[src/hdl/rrp_div_pipe.sv]
// ----------------------------------------------------------------------------
// Ranging result processor pipelined divider
// Restoring division, one quotient bit per register stage, with sideband.
// ----------------------------------------------------------------------------
`default_nettype none

module rrp_div_pipe #(
  parameter int DenW  = 16,
  parameter int Steps = 32,
  parameter int SideW = 8
) (
  input  wire logic             clk_i,
  input  wire logic             rst_ni,
  input  wire logic             adv_i,
  input  wire logic             valid_i,
  input  wire logic [DenW-1:0]  rem_i,
  input  wire logic [Steps-1:0] num_i,
  input  wire logic [DenW-1:0]  den_i,
  input  wire logic [SideW-1:0] side_i,
  output logic                  valid_o,
  output logic [Steps-1:0]      quo_o,
  output logic [SideW-1:0]      side_o
);

  logic             vld_q  [Steps];
  logic [Steps-1:0] quo_q  [Steps];
  logic [SideW-1:0] side_q [Steps];
  logic [DenW-1:0]  rem_q  [Steps-1];
  logic [DenW-1:0]  den_q  [Steps-1];
  logic [Steps-1:0] num_q  [Steps-1];

  for (genvar k = 0; k < Steps; k++) begin : g_stage
    logic             vld_s;
    logic [DenW-1:0]  rem_s;
    logic [DenW-1:0]  den_s;
    logic [Steps-1:0] num_s;
    logic [Steps-1:0] quo_s;
    logic [SideW-1:0] side_s;
    logic [DenW:0]    trial;
    logic [DenW:0]    diff;
    logic             ge;

    if (k == 0) begin : g_first
      assign vld_s  = valid_i;
      assign rem_s  = rem_i;
      assign den_s  = den_i;
      assign num_s  = num_i;
      assign quo_s  = '0;
      assign side_s = side_i;
    end else begin : g_next
      assign vld_s  = vld_q[k-1];
      assign rem_s  = rem_q[k-1];
      assign den_s  = den_q[k-1];
      assign num_s  = num_q[k-1];
      assign quo_s  = quo_q[k-1];
      assign side_s = side_q[k-1];
    end

    assign trial = {rem_s, num_s[Steps-1]};
    assign diff  = trial - {1'b0, den_s};
    assign ge    = (trial >= {1'b0, den_s});

    always_ff @(posedge clk_i or negedge rst_ni) begin
      if (!rst_ni) begin
        vld_q[k] <= 1'b0;
      end else if (adv_i) begin
        vld_q[k] <= vld_s;
      end
    end

    always_ff @(posedge clk_i) begin
      if (adv_i) begin
        quo_q[k]  <= {quo_s[Steps-2:0], ge};
        side_q[k] <= side_s;
      end
    end

    if (k < Steps - 1) begin : g_carry
      always_ff @(posedge clk_i) begin
        if (adv_i) begin
          rem_q[k] <= ge ? diff[DenW-1:0] : trial[DenW-1:0];
          den_q[k] <= den_s;
          num_q[k] <= {num_s[Steps-2:0], 1'b0};
        end
      end
    end
  end

  assign valid_o = vld_q[Steps-1];
  assign quo_o   = quo_q[Steps-1];
  assign side_o  = side_q[Steps-1];

endmodule

`default_nettype wire

[config.mk]
export PLATFORM = sky130hd
export DESIGN_NAME = rrp_div_pipe
export DESIGN_NICKNAME = d
export VERILOG_FILES = /design/src/hdl/rrp_div_pipe.sv
export SDC_FILE = /design/constraint.sdc
export NUM_CORES = 2
export LEC_CHECK = 0
export ABC_AREA = 1
export CAP_MARGIN = 20
export CORE_ASPECT_RATIO = 1.75
export CORE_MARGIN = 4
export CORE_UTILIZATION = 40
export DETAILED_ROUTE_END_ITERATION = 12
export DONT_BUFFER_PORTS = 1
export SLEW_MARGIN = 0
export SYNTH_ARGS = -nofsm -noshare
export SYNTH_HDL_FRONTEND = slang
export SYNTH_SLANG_ARGS = --single-unit
[constraint.sdc]
create_clock -name clk_i -period 1.95 [get_ports clk_i]
set_clock_uncertainty 0.05 [all_clocks]
set_input_delay 0.585 -clock clk_i [delete_from_list [all_inputs] [get_ports clk_i]]
set_output_delay 0.585 -clock clk_i [all_outputs]
set_load 0.005 [all_outputs]
Word-level counts from Yosys, hierarchy flattened
Memory sizes are Yosys's and may differ from the RTL's.
Cells that the tools add are included.
{"block": "word_totals", "n_memories": 5, "in_bits": 76, "register_bits": 32, "out_inout_bits": 41, "elab_cells": 133, "ramBits": 3233}
{"name": "quo_q", "depth": 32, "word_bits": 32, "read_ports": 32, "rd_ports_with_merged_regs": 0, "wr": 32, "line": "26", "source": "logic [Steps-1:0] quo_q [Steps];"}
{"name": "num_q", "depth": 31, "word_bits": 31, "read_ports": 31, "rd_ports_with_merged_regs": 0, "wr": 31, "line": "30", "source": "logic [Steps-1:0] num_q [Steps-1];"}
{"name": "den_q", "depth": 31, "word_bits": 16, "read_ports": 31, "rd_ports_with_merged_regs": 0, "wr": 31, "line": "29", "source": "logic [DenW-1:0] den_q [Steps-1];"}
{"name": "rem_q", "depth": 31, "word_bits": 16, "read_ports": 31, "rd_ports_with_merged_regs": 0, "wr": 31, "line": "28", "source": "logic [DenW-1:0] rem_q [Steps-1];"}
{"name": "side_q", "depth": 32, "word_bits": 8, "read_ports": 32, "rd_ports_with_merged_regs": 0, "wr": 32, "line": "27", "source": "logic [SideW-1:0] side_q [Steps];"}
{"block": "op_classes", "n_mux": 33, "add_sub_neg": 31, "magnitude_cmp": 32}
{"operator": "greater-or-equal comparator 17 x 16 -> 1 bit", "n": 32}
{"operator": "two-way mux 16 bit", "n": 31}
{"operator": "subtractor 16 bit", "n": 31}
{"operator": "two-way mux 1 bit", "n": 2}

Logic depth before layout (Yosys ltp)
An unclocked memory read counts as a cell.
{"block": "logic_depth", "ltp_word": 3, "ltp_mapped": 15, "depth_no_buf": 13}

Least setup slack after synthesis
OpenSTA, ideal clock, no wires.
{"block": "synth_timing", "path_kind": "in2reg", "startpoint": "input port den_i[10]", "endpoint": "memory rem_q[0][6], data pin", "path_buffers": 1, "path_stages": 13, "setup_ns": 0.252, "arrival_time_ns": 1.825, "t_required_ns": 1.648, "setup_slack_ns": -0.177, "path_cell_list": "inv_1 ha_1 nand2_1 inv_1 nand2_1 nor2_1 nand3b_1 nand2_1 nor2_4 nand2_4 buf_6 nand2_1 nand2_1"}
{"item": "start: declaration", "line": "18", "source": "input wire logic [DenW-1:0] den_i,"}
{"item": "end: declaration", "line": "28"}

==> impl_summary.txt <==
----------------------------------------------------
[Run status]
  Run status ... complete, but fails checks
  Failing checks ... hold timing, setup timing

[Logic synthesis]
  Leading register cell type out of synthesis ... sky130_fd_sc_hd__edfxtp_1
  Syn Nets ... 11687
  Part of the Yosys area used for sequential elements ... 61.8%
  Leading cell types by total area after synthesis ... sky130_fd_sc_hd__edfxtp_1, sky130_fd_sc_hd__nand2_1, sky130_fd_sc_hd__inv_1, sky130_fd_sc_hd__ha_1, sky130_fd_sc_hd__nand3_1
  Post-synthesis register bit count ... 2304
  Async set-reset flop share out of synthesis ... 1.39%
  EDFF count, synth ... 2272
  Distinct cell type count of the synthesized netlist ... 48
  Count of mapped cells out of synthesis ... 11068
  Fraction of synthesized cell area taken by the top area cell type ... 61.1%
  Post-Syn Area per Cell ... 10.1 um2
  Synth area leader ... sky130_fd_sc_hd__edfxtp_1
  Total of warnings raised by yosys ... 0
  Synth Cell Area ... 0.112 mm2

[Floorplan]
  Die height ... 707 um
  Number of placement rows ... 256
  Full die area ... 0.288 mm2
  Die X ... 407 um
  Initial Util ... 40.2%
  Core footprint ... 0.278 mm2
  # IOs ... 117

[Global routing]
  Final global-route overflow total ... 0
  Wire length of the first global-routing pass ... 474 mm
  Global-route total usage across every layer ... 21.2%
  Largest net degree at the start of global routing ... 251
  Via count of the first global-routing pass ... 85991
  Initial antenna violation count ... 8

[Worst setup path]
  Crit path capture type ... flop
  Setup Crit Path Kind ... flop to flop
  Critical-path top delay cell ... sky130_fd_sc_hd__edfxtp_1
  Max FO, Critical Path ... 8
  Slowest stage delay, CP ... 0.51 ns
  Crit path DAT ... 2.85 ns
  Crit start category ... flop
  Required @ worst endpoint ... 2.52 ns
  Origin of the critical flop-to-flop path ... rem_q[1][13]
  Cells along the critical path ... ha_4, buf_6, nand2_2, nor2_2, nand3_2, o21ai_2, nor2_4, buf_6, buf_12, nand3_1, nand2_2
  Crit path launch ... rem_q[1][13]

[CTS]
  Buffer depth of the longest clock path ... 4
  Hold-fix buffers at CTS ... 74
  Clock buffers created by TritonCTS ... 222
  CTS tree ... yes
  Root Driver ... sky130_fd_sc_hd__clkbuf_16
  Skew-Pair Late Insertion Delay ... 0.91 ns
  CTS Sinks ... 2304
  CTS H-tree lvls ... 4
  Clk slew on worst S/H paths ... 0.07 ns

[Drt]
  Routed length per instance ... 18.1 um
  Pre-Repair DR Iteration Count ... 6
  Post-DR vias/cell ... 4.75
  Number of nets still failing antenna checks after routing ... 0
  Routed metal-1 wire length ... 103 mm
  Detailed Route WL ... 320 mm
  Routed via count ... 84152
  Total length of routed met2 wires ... 178 mm
  Violation count after the first detailed-route iteration ... 4216
  Routed met3 length ... 8.09 mm
  Top metal layer carrying routed signals ... met5
  Number of remaining DRC errors ... 0

[STA]
  Measured slew at the worst slew-check pin ... 1.32 ns
  Tcrit/Tclk final ... 117%
  RSZ-0062 raised after global routing ... true
  Max-slew headroom at the worst pin ... 11.7%
  Number of setup violations in the final report ... 556
  Final Hold Violating Endpoints ... 77
  Final Hold Slack ... -0.225 ns
  Final worst slack ... -0.334 ns
  Max Freq ... 438 MHz
  Final-report max-slew violation count ... 0
  Final Critical Period ... 2.28 ns

[Finish]
  Number of nets in the finished design ... 14544
  Post-route standard cell area excluding fillers ... 0.156 mm2
  Most common library cell in the layout ignoring fill and taps ... sky130_fd_sc_hd__nand2_1
  Most used cells in the layout excluding fill and tap cells ... sky130_fd_sc_hd__nand2_1, sky130_fd_sc_hd__buf_4, sky130_fd_sc_hd__edfxtp_1
  Fraction of layout instances using a drive strength above 1 ... 35.9%
  Area overhead of the layout relative to synthesis ... 39.9%

[Run]
  MaxCap Viol Count ... 0

[Power and ir drop]
  Maximum vdd drop ... 0.949 mV
  Pleak ... 71.5 nW
  Power per cell area ... 1530 mW/mm2

[Placed design]
  Placed wire-length estimate ... 230 mm
  GP Congestion ... 0.961
  Post-detailed-placement cell area ... 0.132 mm2
  Count of port buffers added during placement ... 0

[Worst hold path]
  Class of the tightest hold or removal check ... input port to flop
  Worst Min Path Start ... adv_i

----------------------------------------------------
-- flip-flops by register name, indices dropped and copies added (netlist names) --
register	count
valid_o	1
num_q	496
quo_q	528
den_q	496
side_q	256
g_stage.vld_s	31
rem_q	496
-- cell families (layout without fill, tap and decap cells) --
family / after synthesis / after routing / share of synthesized area (%)
AO/OA/AOI/OAI: 382 / 382 / 1.86
XOR/XNOR: 191 / 191 / 1.50
adder cells (fa/ha/maj): 543 / 543 / 6.29
buffers and inverters: 2116 / 5118 / 7.53
flip-flops: 2304 / 2304 / 61.8
multiplexers: 2 / 2 / 0.0202
other: 0 / 3 / 0
AND/OR/NAND/NOR: 5530 / 5557 / 21.0
-- stage by stage --
step / utilization (%) / TNS, ns / power, mW / setup slack (ns) / std cells
2_1_floorplan: - / -0.443 / 120 / -0.0445 / 11068
3_3_place_gp: 47.5 / -2242.48 / 167 / -2.39 / 16648
3_5_place_dp: 47.5 / -2348.90 / 167 / -2.44 / 16648
4_1_cts: 53.3 / -105.05 / 225 / -0.325 / 17418
5_1_grt: 56.2 / -144.07 / 254 / -0.382 / 17711
6_report: 56.2 / -90.51 / 238 / -0.334 / 17712
-- synthesized netlist by cell type (22+ instances only) --
master and number:
sky130_fd_sc_hd__a21oi_1 292, sky130_fd_sc_hd__and2_1 22, sky130_fd_sc_hd__buf_2 42, sky130_fd_sc_hd__buf_6 34
sky130_fd_sc_hd__dfrtp_1 32, sky130_fd_sc_hd__edfxtp_1 2272, sky130_fd_sc_hd__fa_1 31, sky130_fd_sc_hd__ha_1 512
sky130_fd_sc_hd__inv_1 1988, sky130_fd_sc_hd__nand2_1 3821, sky130_fd_sc_hd__nand2_2 39, sky130_fd_sc_hd__nand2_4 27
sky130_fd_sc_hd__nand3_1 816, sky130_fd_sc_hd__nand3_2 24, sky130_fd_sc_hd__nand3b_1 66, sky130_fd_sc_hd__nand4_1 132
sky130_fd_sc_hd__nor2_1 407, sky130_fd_sc_hd__nor2_4 27, sky130_fd_sc_hd__nor3_1 81, sky130_fd_sc_hd__o21a_1 25
sky130_fd_sc_hd__o21ai_0 29, sky130_fd_sc_hd__xnor2_1 44, sky130_fd_sc_hd__xor2_1 147
-- power by group --
part	total, mW	internal [mW]	switching (mW)
clock network	43.0	24.3	18.7
registers	73.7	66.3	7.45
logic	122	57.9	63.7
total	238	148	89.9
-- timing repair --
action                                   CTS  global route
buffers inserted                         267           274
hold endpoints to repair                 181            77
gates cloned                              37            27
endpoints found under the setup margin  1273           828
gates resized for setup                 1093          1303
pin swaps                                351           535
-- critical path, delay by kind of cell (launching register included) --
kind	cells	cell delay, ns
fa+ha+maj	1	0.37
flops	1	0.51
buf+inv	3	0.38
simple gates	6	0.50
compound gates	1	0.22
-- final timing paths --
| check | to | slack [ns] | depth (start not counted) |
|---|---|---|---|
| max | rem_q[1][23] | -0.33 | 11 |
| min | num_q[0][1] | -0.23 | 0 |
| max reg2reg | rem_q[1][23] | -0.33 | 11 |
| min reg2reg | num_q[13][20] | 0.34 | 0 |
| max in group asynchronous | g_stage[12].vld_s | 1.60 | 2 |
| min in group asynchronous | g_stage[10].vld_s | 0.08 | 2 |
-- final cells by class --
cell class                      instances  area, um2
Clock inverter                        137       1430
Fill cell                           23704     122000
Antenna cell                            3       7.51
Multi-Input combinational cell       6675      45100
Sequential cell                      2304      69000
Inverter                             1996       7570
Clock buffer                          259       5740
Tap cell                             3612       4520
Timing Repair Buffer                 2726      22900
-- metal layers --
layer	track usage, %	vias to the layer above
met5	0	-
li1	-	41785
met4	16.2	2
met1	19.2	39621
met2	42.5	1684
met3	2.13	1060
(Power assumes the default switching activity.)
