`src/hdl/rrp_pkg.sv`:
```
// ----------------------------------------------------------------------------
// Ranging result processor package
// Shared types, status codes and constants for the ranging result pipeline.
// ----------------------------------------------------------------------------
`default_nettype none

package rrp_pkg;

  typedef enum logic [3:0] {
    ST_NONE          = 4'd0,
    ST_HW_FAIL       = 4'd1,
    ST_MIN_RANGE     = 4'd2,
    ST_SYNC          = 4'd3,
    ST_BOUNDS        = 4'd4,
    ST_SIGNAL        = 4'd5,
    ST_WRAP          = 4'd6,
    ST_XTALK         = 4'd7,
    ST_CLIPPED       = 4'd8,
    ST_NO_WRAP_CHECK = 4'd9,
    ST_VALID         = 4'd10
  } status_e;

  localparam logic [7:0] RAW_HW_A      = 8'd1;
  localparam logic [7:0] RAW_HW_B      = 8'd2;
  localparam logic [7:0] RAW_HW_C      = 8'd3;
  localparam logic [7:0] RAW_SIGNAL_A  = 8'd4;
  localparam logic [7:0] RAW_BOUNDS    = 8'd5;
  localparam logic [7:0] RAW_SIGNAL_B  = 8'd6;
  localparam logic [7:0] RAW_WRAP      = 8'd7;
  localparam logic [7:0] RAW_CLIPPED   = 8'd8;
  localparam logic [7:0] RAW_VALID     = 8'd9;
  localparam logic [7:0] RAW_XTALK     = 8'd12;
  localparam logic [7:0] RAW_MIN_RANGE = 8'd13;
  localparam logic [7:0] RAW_HW_D      = 8'd17;
  localparam logic [7:0] RAW_SYNC      = 8'd18;

  localparam logic [10:0] RANGE_SCALE       = 11'd2011;
  localparam logic [10:0] RANGE_ROUND       = 11'h400;
  localparam logic [15:0] SPAD_DEFAULT      = 16'h8000;
  localparam logic [15:0] SAT16             = 16'hFFFF;
  localparam logic [15:0] TARGET_RATE_RESET = 16'd2592;

  typedef struct packed {
    logic [15:0] scaled_range;
    status_e     status;
    logic [15:0] total;
    logic [15:0] spads;
    logic        spad_zero;
  } front_t;

  typedef struct packed {
    logic [15:0] scaled_range;
    status_e     status;
    logic        spad_zero;
  } side1_t;

  typedef struct packed {
    logic [15:0] scaled_range;
    status_e     status;
    logic        dflt;
    logic        sat;
  } side2_t;

  typedef struct packed {
    logic [15:0] scaled_range;
    status_e     status;
    logic [15:0] spad_select;
  } res_t;

  function automatic status_e map_status(input logic [7:0] raw, input logic [7:0] stream);
    status_e st;
    case (raw)
      RAW_HW_A, RAW_HW_B, RAW_HW_C, RAW_HW_D: st = ST_HW_FAIL;
      RAW_MIN_RANGE:                          st = ST_MIN_RANGE;
      RAW_SYNC:                               st = ST_SYNC;
      RAW_BOUNDS:                             st = ST_BOUNDS;
      RAW_SIGNAL_A, RAW_SIGNAL_B:             st = ST_SIGNAL;
      RAW_WRAP:                               st = ST_WRAP;
      RAW_XTALK:                              st = ST_XTALK;
      RAW_CLIPPED:                            st = ST_CLIPPED;
      RAW_VALID:  st = (stream == 8'd0) ? ST_NO_WRAP_CHECK : ST_VALID;
      default:                                st = ST_NONE;
    endcase
    return st;
  endfunction

endpackage

`default_nettype wire

```
`src/hdl/rrp_front.sv`:
```
// ----------------------------------------------------------------------------
// Ranging result processor front stage
// Range scaling, status mapping and rate sum saturation, registered.
// ----------------------------------------------------------------------------
`default_nettype none

module rrp_front (
  input  wire logic           clk_i,
  input  wire logic           rst_ni,
  input  wire logic           adv_i,
  input  wire logic           valid_i,
  input  wire logic [7:0]     raw_status_i,
  input  wire logic [7:0]     stream_seq_i,
  input  wire logic [15:0]    effective_spads_i,
  input  wire logic [15:0]    ambient_rate_i,
  input  wire logic [15:0]    peak_rate_i,
  input  wire logic [15:0]    raw_range_i,
  output logic                valid_o,
  output rrp_pkg::front_t     data_o
);
  import rrp_pkg::*;

  logic [26:0] prod;
  logic [26:0] rounded;
  logic [16:0] rsum;
  front_t      data_d;
  front_t      data_q;
  logic        valid_q;

  assign prod    = 27'(raw_range_i) * 27'(RANGE_SCALE);
  assign rounded = prod + 27'(RANGE_ROUND);
  assign rsum    = {1'b0, peak_rate_i} + {1'b0, ambient_rate_i};

  always_comb begin
    data_d.scaled_range = rounded[26:11];
    data_d.status       = map_status(raw_status_i, stream_seq_i);
    data_d.total        = rsum[16] ? SAT16 : rsum[15:0];
    data_d.spads        = effective_spads_i;
    data_d.spad_zero    = (effective_spads_i == 16'd0);
  end

  always_ff @(posedge clk_i or negedge rst_ni) begin
    if (!rst_ni) begin
      valid_q <= 1'b0;
    end else if (adv_i) begin
      valid_q <= valid_i;
    end
  end

  always_ff @(posedge clk_i) begin
    if (adv_i) begin
      data_q <= data_d;
    end
  end

  assign valid_o = valid_q;
  assign data_o  = data_q;

endmodule

`default_nettype wire

```
`config.mk`:
```
export PLATFORM = sky130hd
export DESIGN_NAME = rrp_front
export DESIGN_NICKNAME = d
export VERILOG_FILES = /design/src/hdl/rrp_pkg.sv /design/src/hdl/rrp_front.sv
export SDC_FILE = /design/constraint.sdc
export NUM_CORES = 1
export LEC_CHECK = 0
export BUFFER_PORTS_ARGS = -buffer_cell sky130_fd_sc_hd__buf_2
export CAP_MARGIN = 20
export CELL_PAD_IN_SITES_DETAIL_PLACEMENT = 1
export CELL_PAD_IN_SITES_GLOBAL_PLACEMENT = 1
export CORE_MARGIN = 3
export CORE_UTILIZATION = 43
export DETAILED_ROUTE_END_ITERATION = 10
export PLACE_DENSITY = 0.91
export SLEW_MARGIN = 0
export SYNTH_ARGS = -nofsm -noshare
export SYNTH_HDL_FRONTEND = slang
export SYNTH_SLANG_ARGS = --single-unit
```
`constraint.sdc`:
```
create_clock -name clk_i -period 2.01 [get_ports clk_i]
set_clock_uncertainty 0.2 [all_clocks]
set_input_delay 0.3015 -clock clk_i [delete_from_list [all_inputs] [get_ports clk_i]]
set_output_delay 0.3015 -clock clk_i [all_outputs]
set_load 0.05 [all_outputs]
```
# Yosys cells after proc, flatten, opt, wreduce, memory -nomap -nowiden
# Index checks and enable logic that the tools add are counted.
# totals
reg_bits,54
latch_bits,0
ramBits,0
mem_bits_ro,0
input_bits,84
mem_count,0
# op_classes
addsub,2
n_mul,1
div,0
n_lt_le_gt_ge,0
eq_ne,13
shifts,0
muxes,2
bitwise_logic,0
n_reduce_logical,4
# ops
operator,n
4-bit case mux with 9 select lines,1
"8-bit by 3-bit equality test with 1-bit output, second input constant",4
"8-bit by 4-bit equality test with 1-bit output, second input constant",4
"27-bit by 11-bit adder with 27-bit output, second input constant",1
"16-bit by 11-bit multiplier with 27-bit output, second input constant",1
16-bit by 16-bit adder with 17-bit output,1
"8-bit by 2-bit equality test with 1-bit output, second input constant",2
"8-bit by 5-bit equality test with 1-bit output, second input constant",2
16-bit zero test,1
"8-bit by 1-bit equality test with 1-bit output, second input constant",1
8-bit zero test,1
4-bit OR reduction,1
2-bit two-way mux,1
2-bit OR reduction,1

# Longest topological paths before layout
# Gate-level depths: netlist of the first run.
# logic_depth
depth_word,3
ltp_mapped,19
depth_no_buf,19

# Worst setup path after synthesis of the first run
# OpenSTA, ideal clock, no wires.
# synth_timing
path_kind,input to register
start,in raw_range_i[4]
end,"reg data_q (netlist bit data_o[51]), data pin"
setup_ps,258
arrival_ps,4867
required_ps,1552
slack_ps,-3315
stages,18
path_cell_list,inv_1 fa_1 fa_1 inv_1 fa_1 fa_1 inv_1 fa_1 inv_1 ha_1 a211oi_1 o21ai_1 a21oi_1 o31ai_2 a311oi_4 o21ai_1 a211oi_1 nor2_1
# synth_rtl
element,line_no,source
start: declaration,rrp_front.sv:17,"input wire logic [15:0] raw_range_i,"
end signal: assignment,rrp_front.sv:52,data_q <= data_d;
end: declaration,rrp_front.sv:27,front_t data_q;

==> results.txt, run 1 <==
Final Util: 65.4%
#FFs+latches synth: 54
diode count: 0
I/O Pins: 138
Post-synth EDFFs: 53
fraction of layout cells with a size suffix above 1: 46.9%
largest net degree at the start of global routing: 23
Slew headroom: 61.7%
CP Launch Type: input pin
hold endpoint: data_o[12]$_DFFE_PP_
Longest Clk Path Bufs: 2
Syn Std Cell Area: 6480 µm²
die width: 129 µm
library cells used by synthesis: 53
CTS tree: built
status: complete, but fails checks
Hold Vio Cnt, Final: 0
violated checks: negative setup slack
R2R depth: 1
Post-Syn Nets: 863
Max-Cap Viols: 0
Final Max Slew Viols: 0
Initial Utilization: 44.3%
Sink Count: 54
CP required: 1.86 ns
WHS Path Cells: 1
crit path DAT: 5.12 ns
initial antenna violation count: 0
Core Rows: 44
total global-route track usage: 28.3%
Num CTS Buffers: 5
ys flop type: edfxtp_1
critical path type: in -> reg
Avg WL per Cell: 25.1 µm
H-tree depth: 2
Fmax: 190 MHz
initial DRC count: 285
crit share post-route: 262%
Post-synth top cells: 153 x inv_1, 90 x fa_1, 89 x ha_1
Initial DRT Pass Iterations: 4
Die ar.: 16600 µm²
worst min path class: in -> reg
routability cong.: 0.867
reg2reg start: valid_o$_DFFE_PN0P_
Core Footprint: 14600 µm²
post-detailed-routing wire length: 27500 µm
worst setup margin: -3.26 ns
Yosys top cell area share: 27.8%
leading area contributor after synthesis: fa_1
total grt overflow: 0
Seq/Total Area, Yosys: 24.9%
CTS root buffer: clkbuf_16
Worst-Skew Late Latency: 0.30 ns
CP Max Fanout: 4
# setup viols final: 32
vias in the first global route: 6865
worst-margin pin slew: 0.568 ns
hpwl dp: 18700 µm
port bufs: 137
Warnings, synthesis: 0
FF-to-FF End: valid_o$_DFFE_PN0P_
RSZ-0062 raised after global routing: yes
Area Overhead vs Synth: 47.7%
min Tclk post-route: 5.27 ns
# nets final: 1174
Vias: 5985
antenna viol nets, final: 0
CTS clock-pin slew for the worst setup and hold paths: 0.08 ns
number of remaining DRC errors: 0
Synth Instances: 600
Syn Area/Cell: 10.8 µm²
vias per cell: 5.46
most numerous cell in the Yosys netlist: inv_1
Post-synth ARST share: 1.85%
min-delay src: effective_spads_i[11]
Worst Setup End Kind: flip-flop
R2R setup slack: 1.05 ns
first-pass GRT wire length: 35800 µm
chip height: 129 µm
ranking of synthesized cells by area: fa_1 28%, edfxtp_1 25%, ha_1 17%
## cell families (layout without fill, tap and decap cells)
kind of cell	Yosys count	in the layout	share of synthesized area (%)
AO/OA/AOI/OAI	81	81	8.71
XOR/XNOR	29	29	3.92
adder cells (fa/ha/maj)	179	179	45.0
buffers and inverters	157	469	9.32
flip-flops	54	54	24.9
multiplexers	3	3	0.483
AND/OR/NAND/NOR	97	97	7.65
## state kept, by name (all words and copies together) (netlist names)
name	count
valid_o	1
data_o	53
## cell type report
| cell class | count | area (µm²) |
|---|---|---|
| clock inverter | 3 | 28.8 |
| tap | 184 | 230 |
| sequential | 54 | 1620 |
| multi-input combinational | 389 | 4860 |
| clock buffer | 5 | 125 |
| fill | 1568 | 5070 |
| timing repair buffer | 307 | 2110 |
| inverter | 154 | 594 |
## stage by stage
stage / setup WS (ns) / cell area, µm² / setup TNS [ns] / hold WS (ns) / instances
after global placement: -3.27 / 8610 / -60.10 / -0.124 / 1052
after global routing: -3.35 / 9570 / -57.15 / -0.00319 / 1096
after detailed placement: -3.64 / 8610 / -67.62 / -0.114 / 1052
after floorplan: -2.97 / 6660 / -50.78 / -0.194 / 600
after CTS: -3.14 / 9170 / -51.21 / 0.00123 / 1078
final: -3.26 / 9570 / -55.06 / 0.00377 / 1096
## worst max-delay path by stage
| stage | startpoint | endpoint | slack [ns] |
|---|---|---|---|
| 6_report | raw_range_i[4] | data_o[49]$_DFFE_PP_ | -3.26 |
| 2_1_floorplan | raw_range_i[4] | data_o[51]$_DFFE_PP_ | -2.97 |
| 5_1_grt | raw_range_i[7] | data_o[49]$_DFFE_PP_ | -3.35 |
| 3_5_place_dp | raw_range_i[4] | data_o[51]$_DFFE_PP_ | -3.64 |
| 4_1_cts | raw_range_i[4] | data_o[49]$_DFFE_PP_ | -3.14 |
| 3_3_place_gp | raw_range_i[4] | data_o[51]$_DFFE_PP_ | -3.27 |
## routing by layer
metal	GRT usage, %	up-vias	part of all wire [%]
met2	54.0	254	55
met3	5.73	123	4.2
met1	28.7	3037	34
li1	-	2571	-
met5	0	-	0
met4	14.6	0	6.5
## worst max-delay path, cell delays in order
cell	delay [ns]
buf_8	0.08
clkinvlp_4	0.12
fa_1	0.51
fa_1	0.53
inv_1	0.06
fa_1	0.45
fa_1	0.54
inv_2	0.07
fa_1	0.58
inv_2	0.09
ha_4	0.24
a211oi_4	0.27
o21ai_2	0.11
a21oi_2	0.21
o31ai_4	0.12
a311oi_4	0.41
buf_4	0.19
inv_2	0.03
a21oi_2	0.14
xnor2_1	0.09
## layout by cell type, fill, tap and decap left out, types with 3 or more instances in the layout
cell type and n:
buf_4 143, buf_6 14, nand3_1 5, buf_12 4
nand2_1 21, inv_2 25, buf_2 132, inv_1 123
a21oi_2 7, dlygate4sd3_1 12, a21oi_4 3, nand2b_1 4
a21oi_1 14, edfxtp_1 53, nor4_1 6, inv_4 5
nand2_4 6, o21a_1 3, xnor2_1 13, a211oi_2 3
nor2_1 17, o21ai_1 3, ha_4 19, fa_2 7
o21ai_2 3, xor2_1 11, fa_1 83, o21ai_0 10
a21o_1 10, clkbuf_16 5, xor2_2 3, ha_1 69
nand2_2 11, and3_1 3
## timing repair
action / 4_1_cts / 5_1_grt
hold endpoints to repair: 8 / 4
endpoints found under the setup margin: 32 / 32
pin swaps: 55 / 30
buffers inserted: 13 / 14
gates cloned: 0 / 0
resized for setup: 57 / 65
hold buffers: 8 / 4
Power of run 1 is left out: the tool's default activity adds up to more than one toggle a clock period on the data nets, which glitch-free logic cannot reach.
==> run 2: changes to the inputs <==
--- a/config.mk
+++ b/config.mk
@@ -12,5 +12,6 @@
 export CORE_MARGIN = 3
-export CORE_UTILIZATION = 43
+export CORE_UTILIZATION = 40
 export DETAILED_ROUTE_END_ITERATION = 10
-export PLACE_DENSITY = 0.91
+export MAX_ROUTING_LAYER = met4
+export PLACE_DENSITY = 0.86
 export SLEW_MARGIN = 0
==> constraint.sdc (replaced) <==
create_clock -name clk_i -period 2.01 [get_ports clk_i]
set_clock_uncertainty 0.2 [all_clocks]
set_input_delay 0.201 -clock clk_i [delete_from_list [all_inputs] [get_ports clk_i]]
set_output_delay 0.201 -clock clk_i [all_outputs]
set_load 0.05 [all_outputs]
==> run 2 against run 1 <==
  * The run still ends with negative setup slack left
  * Hold slack gained 0.0091 ns
  * Utilization shrank 4.1 points
  * Worst setup slack gained 0.28 ns
  * First-iteration DRC count shrank 18%
  * Die area grew 7.1%
  * Fmax grew 5.6%
  * Cell count grew 3.2%
  * Global-route usage shrank 1.0 points
  * Via count shrank 4.8%
  * Register-to-register slack is essentially flat
  * Final area shrank 0.51%
  * Count of clock-buffer cells in the layout is the same
  * Critical endpoint is now data_o[51]$_DFFE_PP_
==> results.txt, run 2 (synthesized netlist as in run 1, its figures left out) <==
total global-route track usage: 27.3%
worst setup margin: -2.98 ns
Longest Clk Path Bufs: 2
most common cell after layout, fill and taps aside: buf_4
largest net degree at the start of global routing: 22
worst-margin pin slew: 0.443 ns
CP Max Fanout: 4
setup TNS: -51.62 ns
vias per cell: 5.04
first-pass GRT wire length: 36400 µm
hpwl dp: 19100 µm
port bufs: 137
commonest non-fill, non-tap cells in the layout: 146 x buf_4, 132 x buf_2, 128 x inv_1
die width: 133 µm
switching pwr: 9.37 mW
initial antenna violation count: 0
Hold Vio Cnt, Final: 0
Worst-Skew Late Latency: 0.29 ns
min Tclk post-route: 4.99 ns
Sink Count: 54
CP required: 1.86 ns
Slew headroom: 70.5%
sequential share of power: 10.6%
I/O Pins: 138
switching share of power: 48.6%
crit path DAT: 4.84 ns
Power Density: 2030 nW/µm²
antenna viol nets, final: 0
Avg WL per Cell: 21.4 µm
# nets final: 1182
non-filler cells, final: 1131
Pint: 9.92 mW
Max-Cap Viols: 0
Initial DRT Pass Iterations: 4
Vias: 5695
CTS tree: built
critical path type: in -> reg
number of remaining DRC errors: 0
Initial Utilization: 41.7%
post-detailed-routing wire length: 24200 µm
Largest register FFs: 53
H-tree depth: 2
Max VDD drop: 1270 µV
RSZ-0062 raised after global routing: yes
chip height: 133 µm
worst min path class: in -> async
status: complete, but fails checks
total grt overflow: 0
Fmax: 200 MHz
Area Overhead vs Synth: 46.9%
crit share post-route: 248%
Worst Setup End Kind: flip-flop
routability cong.: 0.829
vias in the first global route: 6812
# setup viols final: 32
violated checks: negative setup slack
Final Max Slew Viols: 0
fraction of layout cells with a size suffix above 1: 45.0%
CP Launch Type: input pin
LEAKAGE: 4.74 nW
CTS root buffer: clkbuf_16
Comb pwr share: 84.7%
Core Rows: 45
Num CTS Buffers: 5
Clock power frac: 4.6%
CTS clock-pin slew for the worst setup and hold paths: 0.08 ns
Core Footprint: 15500 µm²
diode count: 0
Die ar.: 17800 µm²
Pwr Total: 19.3 mW
initial DRC count: 233
dpl cells: 1083
run 2: cell count changes in the layout (fill, tap and decap cells not counted), sizes merged:
| cell | change |
|---|---|
| dlygate4sd3 | +6 |
| buf | +1 |
| clkbuf | +1 |
run 2: timing repair:
action,4_1_cts,5_1_grt
cloned,1,0
buffers inserted,18,13
gates resized for setup,46,57
hold buffers,18,0
endpoints found under the setup margin,32,32
pin swaps,40,63
hold endpoints to repair,18,0
run 2: cell type report:
cell class | count | area, µm²
clock buffers | 5 | 125
clock inverters | 3 | 28.8
fillers | 1683 | 6020
inverters | 154 | 594
multi-input cells | 389 | 4720
flip-flops and latches | 54 | 1620
well taps | 211 | 264
repair buffers | 315 | 2170
run 2: final timing paths:
path | cells past startpoint | to | from | slack, ns
worst max-delay path | 19 | data_o[51]$_DFFE_PP_ | raw_range_i[4] | -2.98
worst min-delay path | 2 | valid_o$_DFFE_PN0P_ | rst_ni | 0.01
worst max register to register | 1 | valid_o$_DFFE_PN0P_ | valid_o$_DFFE_PN0P_ | 1.04
worst min register to register | 1 | valid_o$_DFFE_PN0P_ | valid_o$_DFFE_PN0P_ | 0.35
max in group asynchronous | 2 | valid_o$_DFFE_PN0P_ | rst_ni | 1.51
min in group clk_i | 3 | data_o[17]$_SDFFCE_PP1P_ | peak_rate_i[0] | 0.09
run 2: layer usage:
metal  vias up  GRT usage, %  share of wire (%)
li1       2581             -                  -
met1      2855          25.7                 32
met2       172          53.2                 58
met3        87          5.78                4.7
met4         0          11.0                5.6
met5         -             -                  0
run 2: power by group through the flow:
stage / registers, mW / logic (mW) / clock network, mW
2_1_floorplan: 2.98 / 7.11 / 0
3_3_place_gp: 2.05 / 11.9 / 0
3_5_place_dp: 2.07 / 13.1 / 0
4_1_cts: 2.06 / 14.8 / 0.914
5_1_grt: 2.08 / 17.6 / 0.963
6_report: 2.05 / 16.3 / 0.897
run 2: critical path, stage by stage:
cell,delay (ns)
buf_8,0.08
clkinvlp_4,0.14
fa_1,0.53
fa_1,0.55
inv_1,0.06
fa_1,0.50
fa_1,0.56
inv_2,0.06
fa_1,0.56
inv_2,0.05
ha_4,0.22
o21ai_4,0.18
o21ai_2,0.10
a21oi_2,0.19
o31ai_4,0.12
a311oi_4,0.40
o21ai_2,0.12
a211oi_2,0.18
nor2_1,0.05
run 2: metrics by stage:
stage	utilization [%]	setup WS, ns	hold WS (ns)	instance area (µm²)
finish	61.3	-2.98	0.0129	9520
global route	61.3	-3.18	0.0175	9520
CTS	59.8	-3.05	0.00486	9290
detailed placement	55.6	-3.50	-0.216	8640
global placement	55.6	-3.21	-0.224	8640
floorplan	-	-2.87	-0.295	6660
(Power assumes the default switching activity.)
